===== config.mk =====
export PLATFORM = sky130hd
export DESIGN_NAME = rational_accumulator_alu
export DESIGN_NICKNAME = d
export VERILOG_FILES = /design/src/sv/rac_pkg.sv /design/src/sv/rac_gcd.sv /design/src/sv/rac_div.sv /design/src/sv/rational_accumulator_alu.sv
export SDC_FILE = /design/constraint.sdc
export NUM_CORES = 2
export LEC_CHECK = 0
export ABC_AREA = 0
export ABC_CLOCK_PERIOD_IN_PS = 10600
export BUFFER_PORTS_ARGS = -buffer_cell sky130_fd_sc_hd__buf_2
export CAP_MARGIN = 20
export CORE_ASPECT_RATIO = 0.6
export CORE_UTILIZATION = 25
export DETAILED_ROUTE_END_ITERATION = 8
export SKIP_CTS_REPAIR_TIMING = 1
export SLEW_MARGIN = 10
export SYNTH_ARGS = -nofsm -noshare
export SYNTH_HDL_FRONTEND = slang
export SYNTH_HIERARCHICAL = 1
export SYNTH_SLANG_ARGS = --single-unit

===== constraint.sdc =====
create_clock -name clk -period 10.6 [get_ports clk]
set_clock_uncertainty 0.1 [all_clocks]
set_input_delay 2.12 -clock clk [delete_from_list [all_inputs] [get_ports clk]]
set_output_delay 2.12 -clock clk [all_outputs]
set_load 0.01 [all_outputs]

===== src/sv/rac_pkg.sv =====
// types, codes and helpers for the rational accumulator
package rac_pkg;

  localparam int WORD_W  = 32;
  localparam int FIELD_W = 32;
  localparam int CNT_W   = $clog2(WORD_W);

  typedef logic [WORD_W-1:0]  word_t;
  typedef logic [FIELD_W-1:0] field_t;
  typedef logic [CNT_W-1:0]   cnt_t;

  typedef enum logic [1:0] {
    ACT_LOAD = 2'd0,
    ACT_ADD  = 2'd1,
    ACT_SUB  = 2'd2,
    ACT_MUL  = 2'd3
  } act_t;

  typedef enum logic [3:0] {
    S_IDLE,
    S_MUL1,
    S_MUL2,
    S_MUL3,
    S_CHECK,
    S_GCD,
    S_DIVN,
    S_DIVD,
    S_DONE
  } state_t;

  // request to a shared iterative unit
  typedef struct packed {
    logic  start;
    word_t opa;
    word_t opb;
  } rac_req_t;

  // status back from a shared iterative unit
  typedef struct packed {
    logic  done;
    word_t value;
  } rac_sts_t;

  // magnitude of a two's complement word, most negative value included
  function automatic word_t mag(input word_t v);
    mag = v[WORD_W-1] ? (~v + word_t'(1)) : v;
  endfunction

endpackage


===== src/sv/rac_gcd.sv =====
// iterative binary gcd of two nonzero magnitudes, one step per cycle
module rac_gcd import rac_pkg::*; (
  input  logic     clk,
  input  logic     rst_n,
  input  rac_req_t req,
  output rac_sts_t sts
);

  word_t a_r, b_r;
  cnt_t  k_r;
  logic  busy_r;
  logic  finish;

  // both odd and equal: odd part found
  assign finish    = busy_r && a_r[0] && b_r[0] && (a_r == b_r);
  assign sts.done  = finish;
  assign sts.value = a_r << k_r;

  // stein step: strip twos, then subtract smaller from larger
  always_ff @(posedge clk) begin
    if (!rst_n) begin
      busy_r <= 1'b0;
    end else if (req.start) begin
      a_r    <= req.opa;
      b_r    <= req.opb;
      k_r    <= '0;
      busy_r <= 1'b1;
    end else if (busy_r) begin
      priority if (!a_r[0] && !b_r[0]) begin
        a_r <= a_r >> 1;
        b_r <= b_r >> 1;
        k_r <= k_r + cnt_t'(1);
      end else if (!a_r[0]) begin
        a_r <= a_r >> 1;
      end else if (!b_r[0]) begin
        b_r <= b_r >> 1;
      end else if (a_r == b_r) begin
        busy_r <= 1'b0;
      end else if (a_r > b_r) begin
        a_r <= a_r - b_r;
      end else begin
        b_r <= b_r - a_r;
      end
    end
  end

endmodule


===== src/sv/rac_div.sv =====
// restoring unsigned divider, one quotient bit per cycle
module rac_div import rac_pkg::*; (
  input  logic     clk,
  input  logic     rst_n,
  input  rac_req_t req,
  output rac_sts_t sts
);

  word_t              q_r, d_r, rem_r;
  cnt_t               cnt_r;
  logic               busy_r, done_r;
  logic [WORD_W:0]    trial;
  logic               fits;

  // shift next dividend bit into the partial remainder
  assign trial = {rem_r, q_r[WORD_W-1]};
  assign fits  = trial >= {1'b0, d_r};

  assign sts.done  = done_r;
  assign sts.value = q_r;

  always_ff @(posedge clk) begin
    if (!rst_n) begin
      busy_r <= 1'b0;
      done_r <= 1'b0;
    end else if (req.start) begin
      q_r    <= req.opa;
      d_r    <= req.opb;
      rem_r  <= '0;
      cnt_r  <= cnt_t'(WORD_W - 1);
      busy_r <= 1'b1;
      done_r <= 1'b0;
    end else if (busy_r) begin
      rem_r <= fits ? word_t'(trial - {1'b0, d_r}) : trial[WORD_W-1:0];
      q_r   <= {q_r[WORD_W-2:0], fits};
      if (cnt_r == '0) begin
        busy_r <= 1'b0;
        done_r <= 1'b1;
      end else begin
        cnt_r <= cnt_r - cnt_t'(1);
      end
    end else begin
      done_r <= 1'b0;
    end
  end

endmodule


===== src/sv/rational_accumulator_alu.sv =====
// top level: rational accumulator with gcd reduction
//
// Keeps one fraction numerator/denominator. Each request on the in_ channel
// loads a fraction, or adds, subtracts or multiplies one into the accumulator;
// each request gives exactly one result on the out_ channel, the accumulator
// after the step. Both channels use valid/ready.
// in_ready is high only while the sequencer is idle; one request is worked on
// at a time. A load goes straight to the commit state. An arithmetic request
// takes three products on the shared multiplier, one zero check, the binary
// gcd loop and two restoring divisions on the shared divider, then a commit;
// a zero part skips the gcd and the divisions. The sequencer then returns to
// idle before the next request is taken.
// The result sits in an output register; a new request is taken while it waits.
// A stalled receiver holds the finished next result in the sequencer until the
// waiting one is taken; the accumulator is updated only then.
// Reset (rst_n low, synchronous) sets the accumulator to 0/1 and empties the
// output register.
module rational_accumulator_alu import rac_pkg::*; (
  input  logic                      clk,
  input  logic                      rst_n,
  input  logic                      in_valid,
  output logic                      in_ready,
  input  logic [1:0]                in_action,
  input  logic signed [FIELD_W-1:0] in_other_numerator,
  input  logic signed [FIELD_W-1:0] in_other_denominator,
  output logic                      out_valid,
  input  logic                      out_ready,
  output logic signed [FIELD_W-1:0] out_result_numerator,
  output logic signed [FIELD_W-1:0] out_result_denominator
);

  state_t   state_r, state_nxt;
  act_t     act_r;
  word_t    x_r, y_r, acc_num_r, acc_den_r;
  word_t    t1_r, t2_r, nn_r, dd_r, g_r;
  logic     out_valid_r;
  word_t    mul_a, mul_b, prod;
  logic     in_fire, done_fire, part_zero;
  rac_req_t gcd_req, div_req;
  rac_sts_t gcd_sts, div_sts;

  assign in_fire   = in_valid && in_ready;
  assign done_fire = (state_r == S_DONE) && (!out_valid_r || out_ready);
  assign part_zero = (nn_r == '0) || (dd_r == '0);

  // shared multiplier, low word kept
  assign prod = mul_a * mul_b;

  rac_gcd u_gcd (
    .clk   (clk),
    .rst_n (rst_n),
    .req   (gcd_req),
    .sts   (gcd_sts)
  );

  rac_div u_div (
    .clk   (clk),
    .rst_n (rst_n),
    .req   (div_req),
    .sts   (div_sts)
  );

  // next state
  always_comb begin
    state_nxt = state_r;
    unique case (state_r)
      S_IDLE: begin
        if (in_fire) state_nxt = (act_t'(in_action) == ACT_LOAD) ? S_DONE : S_MUL1;
      end
      S_MUL1:  state_nxt = S_MUL2;
      S_MUL2:  state_nxt = S_MUL3;
      S_MUL3:  state_nxt = S_CHECK;
      S_CHECK: state_nxt = part_zero ? S_DONE : S_GCD;
      S_GCD:   if (gcd_sts.done) state_nxt = S_DIVN;
      S_DIVN:  if (div_sts.done) state_nxt = S_DIVD;
      S_DIVD:  if (div_sts.done) state_nxt = S_DONE;
      S_DONE:  if (done_fire) state_nxt = S_IDLE;
      default: state_nxt = S_IDLE;
    endcase
  end

  // sequencer outputs: operand selection and unit starts
  always_comb begin
    in_ready      = 1'b0;
    mul_a         = '0;
    mul_b         = '0;
    gcd_req.start = 1'b0;
    gcd_req.opa   = mag(nn_r);
    gcd_req.opb   = mag(dd_r);
    div_req.start = 1'b0;
    div_req.opa   = mag(nn_r);
    div_req.opb   = gcd_sts.value;
    unique case (state_r)
      S_IDLE: in_ready = 1'b1;
      S_MUL1: begin
        mul_a = acc_num_r;
        mul_b = (act_r == ACT_MUL) ? x_r : y_r;
      end
      S_MUL2: begin
        mul_a = x_r;
        mul_b = acc_den_r;
      end
      S_MUL3: begin
        mul_a = acc_den_r;
        mul_b = y_r;
      end
      S_CHECK: gcd_req.start = !part_zero;
      S_GCD:   div_req.start = gcd_sts.done;
      S_DIVN: begin
        div_req.start = div_sts.done;
        div_req.opa   = mag(dd_r);
        div_req.opb   = g_r;
      end
      default: ;
    endcase
  end

  always_ff @(posedge clk) begin
    if (!rst_n) state_r <= S_IDLE;
    else        state_r <= state_nxt;
  end

  // request capture and working registers
  always_ff @(posedge clk) begin
    unique case (state_r)
      S_IDLE: begin
        if (in_fire) begin
          act_r <= act_t'(in_action);
          x_r   <= word_t'(in_other_numerator);
          y_r   <= word_t'(in_other_denominator);
          nn_r  <= word_t'(in_other_numerator);
          dd_r  <= word_t'(in_other_denominator);
        end
      end
      S_MUL1: t1_r <= prod;
      S_MUL2: t2_r <= prod;
      S_MUL3: begin
        dd_r <= prod;
        unique case (act_r)
          ACT_ADD: nn_r <= t1_r + t2_r;
          ACT_SUB: nn_r <= t1_r - t2_r;
          default: nn_r <= t1_r;
        endcase
      end
      S_CHECK: begin
        if (part_zero) begin
          nn_r <= '0;
          dd_r <= '0;
        end
      end
      S_GCD: if (gcd_sts.done) g_r <= gcd_sts.value;
      S_DIVN: begin
        if (div_sts.done) begin
          nn_r <= nn_r[WORD_W-1] ? (~div_sts.value + word_t'(1)) : div_sts.value;
        end
      end
      S_DIVD: begin
        if (div_sts.done) begin
          dd_r <= dd_r[WORD_W-1] ? (~div_sts.value + word_t'(1)) : div_sts.value;
        end
      end
      default: ;
    endcase
  end

  // accumulator commit and output register
  always_ff @(posedge clk) begin
    if (!rst_n) begin
      acc_num_r   <= '0;
      acc_den_r   <= word_t'(1);
      out_valid_r <= 1'b0;
    end else if (done_fire) begin
      acc_num_r   <= nn_r;
      acc_den_r   <= dd_r;
      out_valid_r <= 1'b1;
    end else if (out_ready) begin
      out_valid_r <= 1'b0;
    end
  end

  assign out_valid              = out_valid_r;
  assign out_result_numerator   = FIELD_W'(signed'(acc_num_r));
  assign out_result_denominator = FIELD_W'(signed'(acc_den_r));

endmodule


* After elaboration in Yosys (flattened, before gate mapping)
Index checks and enable logic that the tools add are counted.
Storage, ports and cells: bits in latches 0, bits in writable memories 0, output and inout port bits 66, bits in read-only memories 0, memories 0, input bits 70, bits in registers 468
Operators by class: $add $sub $neg 10, reduce and logical (&&, ||, !) cells 38, order comparisons 2, eq/ne operators 24, mux-type cells 60, multipliers 1, div/mod/pow operators 0, shifts and indexed selects 1, bitwise gates (word level) 5
Operator list (number):
- $mux W32 | 28
- $pmux W32 S4 | 2
- $pmux W32 S3 | 2
- $sub A32 B32 Y32 | 4
- $add A32 B1 Y32 const B | 3
- $not A32 Y32 | 3
- $logic_not A32 Y1 | 2
- $mux W64 | 1
- $pmux W32 S2 | 1
- $pmux W4 S9 | 1
- $ge A33 B32 Y1 | 1
- $add A32 B32 Y32 | 1
- $eq A32 B32 Y1 | 1
- $gt A32 B32 Y1 | 1
- $mul A32 B32 Y32 | 1
- $shl A32 B5 Y32 | 1
- $mux W4 | 7
- $mux W5 | 4
- $ne A4 B4 Y1 const B | 5
- $eq A4 B3 Y1 const B | 4
- $reduce_and A5 Y1 | 3
- $mux W1 | 13
- $reduce_and A2 Y1 | 5
- $reduce_and A3 Y1 | 3
- 22 further kinds | 44

* Longest topological paths before layout
depth in word-level cells 8, depth in mapped cells 36, depth with buffers taken out 32

* By module
Netlist, hierarchy kept.
By module, submodules not included:
- rational_accumulator_alu | cells each 3582, area an instance 32324.8 um^2, instances 1, seq. area each 8167.8 um^2
- rac_gcd | cells each 1076, area an instance 8612.0 um^2, instances 1, seq. area each 2092.0 um^2
- rac_div | cells each 525, area an instance 6095.8 um^2, instances 1, seq. area each 3072.9 um^2

* Least setup slack after synthesis
OpenSTA, ideal clock, no wires.
path kind register to register, start register state_r[1], end register dd_r[31] (data pin), clock period less this slack 9.759 ns, data required time 10.239 ns, path slack 0.841 ns, library setup time 0.261 ns, cell stages (with the launch flop) 31, arrival 9.398 ns, cells stage by stage dfxtp_1 -> buf_2 -> nor4_2 -> buf_2 -> buf_2 -> buf_1 -> buf_1 -> a22oi_1 -> nand2_1 -> nand2_1 -> fa_1 -> fa_1 -> fa_1 -> inv_1 -> fa_1 -> inv_1 -> fa_1 -> inv_1 -> fa_1 -> fa_1 -> ha_1 -> and3_1 -> nand2_1 -> nor2_1 -> or4_1 -> a221oi_1 -> o21ai_0 -> a21o_1 -> o41a_1 -> xor2_1 -> a221o_1
On the way: longest elaborated chain between the ends 4, elaborated cells on any way between the ends 10, those cells by class mul: 1; eq/ne: 5; mux: 3; reduce/logical: 1
Ends and longest elaborated chain:
- start: declaration | line rational_accumulator_alu.sv:32 | state_t state_r, state_nxt;
- start signal: assignment | line rational_accumulator_alu.sv:120 | else state_r <= state_nxt;
- $eq A4 B2 Y1 or $eq A4 B1 Y1 (tied branches) | line rational_accumulator_alu.sv:93 | unique case (state_r)
- $pmux W32 S3 | line rational_accumulator_alu.sv:93
- $mul A32 B32 Y32 (*) | line rational_accumulator_alu.sv:47 | assign prod = mul_a * mul_b;
- via prod[31] | line rational_accumulator_alu.sv:37 | word_t mul_a, mul_b, prod;
- $pmux W32 S4 (*) | line rational_accumulator_alu.sv:125 | unique case (state_r)
- end signal: assignment | line rational_accumulator_alu.sv:132 | dd_r <= word_t'(in_other_denominator);
- end signal: assignment | line rational_accumulator_alu.sv:138 | dd_r <= prod;
- end signal: assignment | line rational_accumulator_alu.sv:159 | dd_r <= dd_r[WORD_W-1] ? (~div_sts.value + word_t'(1)) : div_sts.value;
- end: declaration | line rational_accumulator_alu.sv:35 | word_t t1_r, t2_r, nn_r, dd_r, g_r;
The timed path passes the listed nets; every way through them passes the cells marked *. A chain may end at the register's enable or synchronous reset.

* Worst setup path after layout
start register state_r[3], end register dd_r[31] (data pin)
The elaborated chain is that of the path after synthesis.

==> results.md <==
* Status: complete, but fails checks
* Violated checks: design-rule violations
* Most frequent CP cell: fa_1
* Asr flop ratio synth at 0
* Leak at roughly 22 nW
* Fillers at 19600
* DIE HEIGHT at roughly 340 um
* I/O Buffers at about 140
* Sequential-to-total area share from yosys stat at 0.283
* WL final at approximately 190000 um
* Routed len/inst at between 20 and 25 um
* Vias at between 40000 and 50000
* Hold WS at roughly 0.36 ns
* Crit path buf inv count at 7
* Mapped Area at 47000 um^2
* RSZ-0062 raised after global routing: false
* Min Tclk post-route at 10.17 ns
* Crit path DAT at approximately 10 ns
* Clk buf depth at 3
* Worst hold path class: reg2reg
* Routed length on met2 at 65800 um
* Setup Viol. Count Final at 0
* Ratio of final minimum period to clock period at 0.960
* CP max stage cell: or4_1
* Critical path type: reg2reg
* CP endpoint kind: flip-flop
* Main flop type after synthesis: edfxtp_1
* Max Cap Violations at 0
* Least-Margin Pin Slew at between 1 and 1.5 ns
* Total track usage at 0.194
* Detailed-route DRC error count at 2
* Startpoint Class: flip-flop
* Core Footprint at roughly 190000 um^2
* Final total power at 6.01 mW
* Ys Warns at 6
* Reg-to-reg startpoint: state_r[3]$_SDFFE_PN0P_
* Vias in the first global route at between 30000 and 40000
* Clock transition at path regs at roughly 0.070 ns
* DR top layer: met5
* ANT nets after route at 0
* CTS tree: built
* CTS H-tree lvls at 2
* Largest delay contributor family on the critical path: adder cells
* Die W at about 560 um
* Flop2flop setup slack at 0.43 ns
* Synthesized net count at about 5900
* Remaining Overflow, GRT at 0
* CP Max Fanout at just under 50
* Gpl congestion at 1.03
* Area of the multi-input gates at 30400 um^2
* Syn_area_per_cell at 9.07 um^2
* I/O pin count at 136
* Flops & latches, synth at approximately 470
* CP Data Required Time at 10.89 ns
* Met3 wire len at approximately 32000 um
* Post-layout nets at a little under 6000
* Final Hold Fails at 0
* Global-route wire length before repair at ~270000 um
* P&R area growth vs syn at 11.3%
* Synth cell types at between 90 and 100
* Max Freq at about 98 MHz
* Layout cells sized above 1 at 0.0957
* EDFF count, synth at between 300 and 400
* Largest stage delay, worst path at between 0.6 and 0.7 ns
* Seq. cell area at between 10000 and 15000 um^2
* Hold Startpoint: u_div/busy_r$_SDFF_PN0_
* Total Die Area at approximately 190000 um^2
* Clock Latency Late Sink at 0.64 ns
* DRT Pass-1 Iters at 9
* DR vias/cell at ~5.2
* Antenna violations before repair at 19
* Worst slack at placement at 0.518 ns
* M1 WL at 86100 um
* Max_slew headroom at 0.138
* Largest net degree at the start of global routing at between 100 and 150
* Dpl hpwl at 153000 um
* 1st-iter DRT viols at 5762
* Starting Density at 0.253
* CTS Sinks at around 470
* P per Cell Area at ~110 nW/um^2
* Setup slack after layout at ~0.43 ns
* Post-route setup TNS at 0 ns
* Slew Viols, Final at 0
* Critical Path Start: state_r[3]$_SDFFE_PN0P_
* Inserted Clock Buffers at 46
* Num rows at 122
* Cells after Synth at 5183
* CTS root buf: clkbuf_16
* Worst IR Drop VDD at 0.000113 V
-- sequential cells by signal, indices dropped and copies added (netlist names) --
signal / count
state_r: 4
act_r: 2
u_div/d_r: 32
u_gcd/busy_r: 1
g_r: 32
x_r: 32
u_gcd/a_r: 32
t1_r: 32
u_div/rem_r: 32
u_div/cnt_r: 5
u_div/q_r: 32
out_valid: 1
y_r: 32
u_div/done_r: 1
dd_r: 32
u_gcd/k_r: 5
t2_r: 32
nn_r: 32
out_result_denominator: 32
u_div/busy_r: 1
u_gcd/b_r: 32
out_result_numerator: 32
-- placed cells by master, fill, tap and decap left out, types with 22 or more instances in the layout --
| cell | instances |
|---|---|
| nand2_1 | 697 |
| nor2_1 | 634 |
| inv_1 | 604 |
| fa_1 | 412 |
| edfxtp_1 | 396 |
| ha_1 | 259 |
| xnor2_1 | 252 |
| a21oi_1 | 232 |
| o21ai_0 | 154 |
| buf_2 | 135 |
| buf_4 | 107 |
| xor2_1 | 94 |
| a21o_1 | 84 |
| dfxtp_1 | 72 |
| a22oi_1 | 67 |
| mux2i_1 | 65 |
| a21boi_0 | 65 |
| a222oi_1 | 59 |
| mux2_2 | 53 |
| or2_2 | 51 |
| a221oi_1 | 49 |
| clkbuf_16 | 47 |
| or3_1 | 43 |
| nand2b_1 | 36 |
| nor3_1 | 36 |
| o31ai_1 | 32 |
| o21a_1 | 31 |
| nor2b_1 | 30 |
| nand3_1 | 28 |
| a221o_1 | 28 |
| nand4_1 | 26 |
| o21bai_1 | 23 |
| and2_1 | 22 |
-- path summary, 6_finish.rpt --
kind | endpoint | cells past startpoint
min reg2reg | u_div/done_r$_SDFFE_PP0N_ | 2
max | dd_r[31]$_DFFE_PP_ | 30
max reg2reg | dd_r[31]$_DFFE_PP_ | 30
min | u_div/done_r$_SDFFE_PP0N_ | 2
-- metrics by stage --
stage                     area [um^2]   util  cells
after floorplan                 47000      -   5183
after global placement          50700  0.273   7629
after detailed placement        50700  0.273   7629
after CTS                       52300  0.282   7714
after global routing            52300  0.282   7719
final                           52400  0.282   7724
-- worst register-to-register path: cells and delay by family, from the launching register on --
| family | cells | cell delay [ns] |
|---|---|---|
| simple gates | 7 | 1.73 |
| fa+ha+maj | 9 | 4.35 |
| compound gates | 6 | 1.88 |
| xor+xnor | 1 | 0.18 |
| buf+inv | 7 | 1.09 |
| flops | 1 | 0.62 |
-- layout make-up --
cell class / instances / share of cell area
antenna: 7 / 0.000335
multi-input combinational: 3826 / 0.580
inverter: 608 / 0.0436
clock inverter: 33 / 0.00810
timing repair buffer: 250 / 0.0309
tap: 2480 / 0.0593
clock buffer: 52 / 0.0232
sequential: 468 / 0.255
-- cell usage after synthesis, types with 36 or more instances --
cell | count | area (um^2)
xnor2_1 | 252 | 2210
edfxtp_1 | 396 | 11900
nand2_1 | 699 | 2620
nor2_1 | 635 | 2380
mux2i_1 | 65 | 651
dfxtp_1 | 72 | 1440
or2_2 | 51 | 319
a21o_1 | 85 | 638
clkbuf_1 | 223 | 837
o21ai_0 | 155 | 776
or3_1 | 43 | 269
mux2_2 | 53 | 597
fa_1 | 412 | 8250
nand2b_1 | 36 | 225
ha_1 | 259 | 3240
nor3_1 | 38 | 190
a21oi_1 | 232 | 1160
a22oi_1 | 67 | 503
a21boi_0 | 65 | 488
a222oi_1 | 59 | 591
xor2_1 | 94 | 823
inv_1 | 604 | 2270
a221oi_1 | 49 | 429
-- per-layer routing --
metal | track usage | vias to the layer above
li1 | - | 17600
met1 | 0.295 | 20000
met2 | 0.234 | 2420
met3 | 0.0959 | 198
met4 | 0.0391 | 10
met5 | 0 | -
-- cell families (layout without fill, tap and decap cells) --
logic type | after synthesis | after routing | synth area share
AO/OA/AOI/OAI | 980 | 980 | 0.145
XOR/XNOR | 347 | 347 | 0.0649
adder cells (fa/ha/maj) | 671 | 671 | 0.244
buffers and inverters | 889 | 943 | 0.0729
flip-flops | 468 | 468 | 0.283
multiplexers | 134 | 134 | 0.0342
other | 0 | 7 | 0
AND/OR/NAND/NOR | 1694 | 1694 | 0.155
-- power by group --
part / internal, mW / switching [mW] / leakage, nW / total (mW)
combinational: 0.584 / 1.22 / 16.7 / 1.81
clock: 1.04 / 0.831 / 0.793 / 1.87
sequential: 2.17 / 0.166 / 4.29 / 2.34
total: 3.79 / 2.22 / 21.8 / 6.01
(Power assumes the default switching activity.)
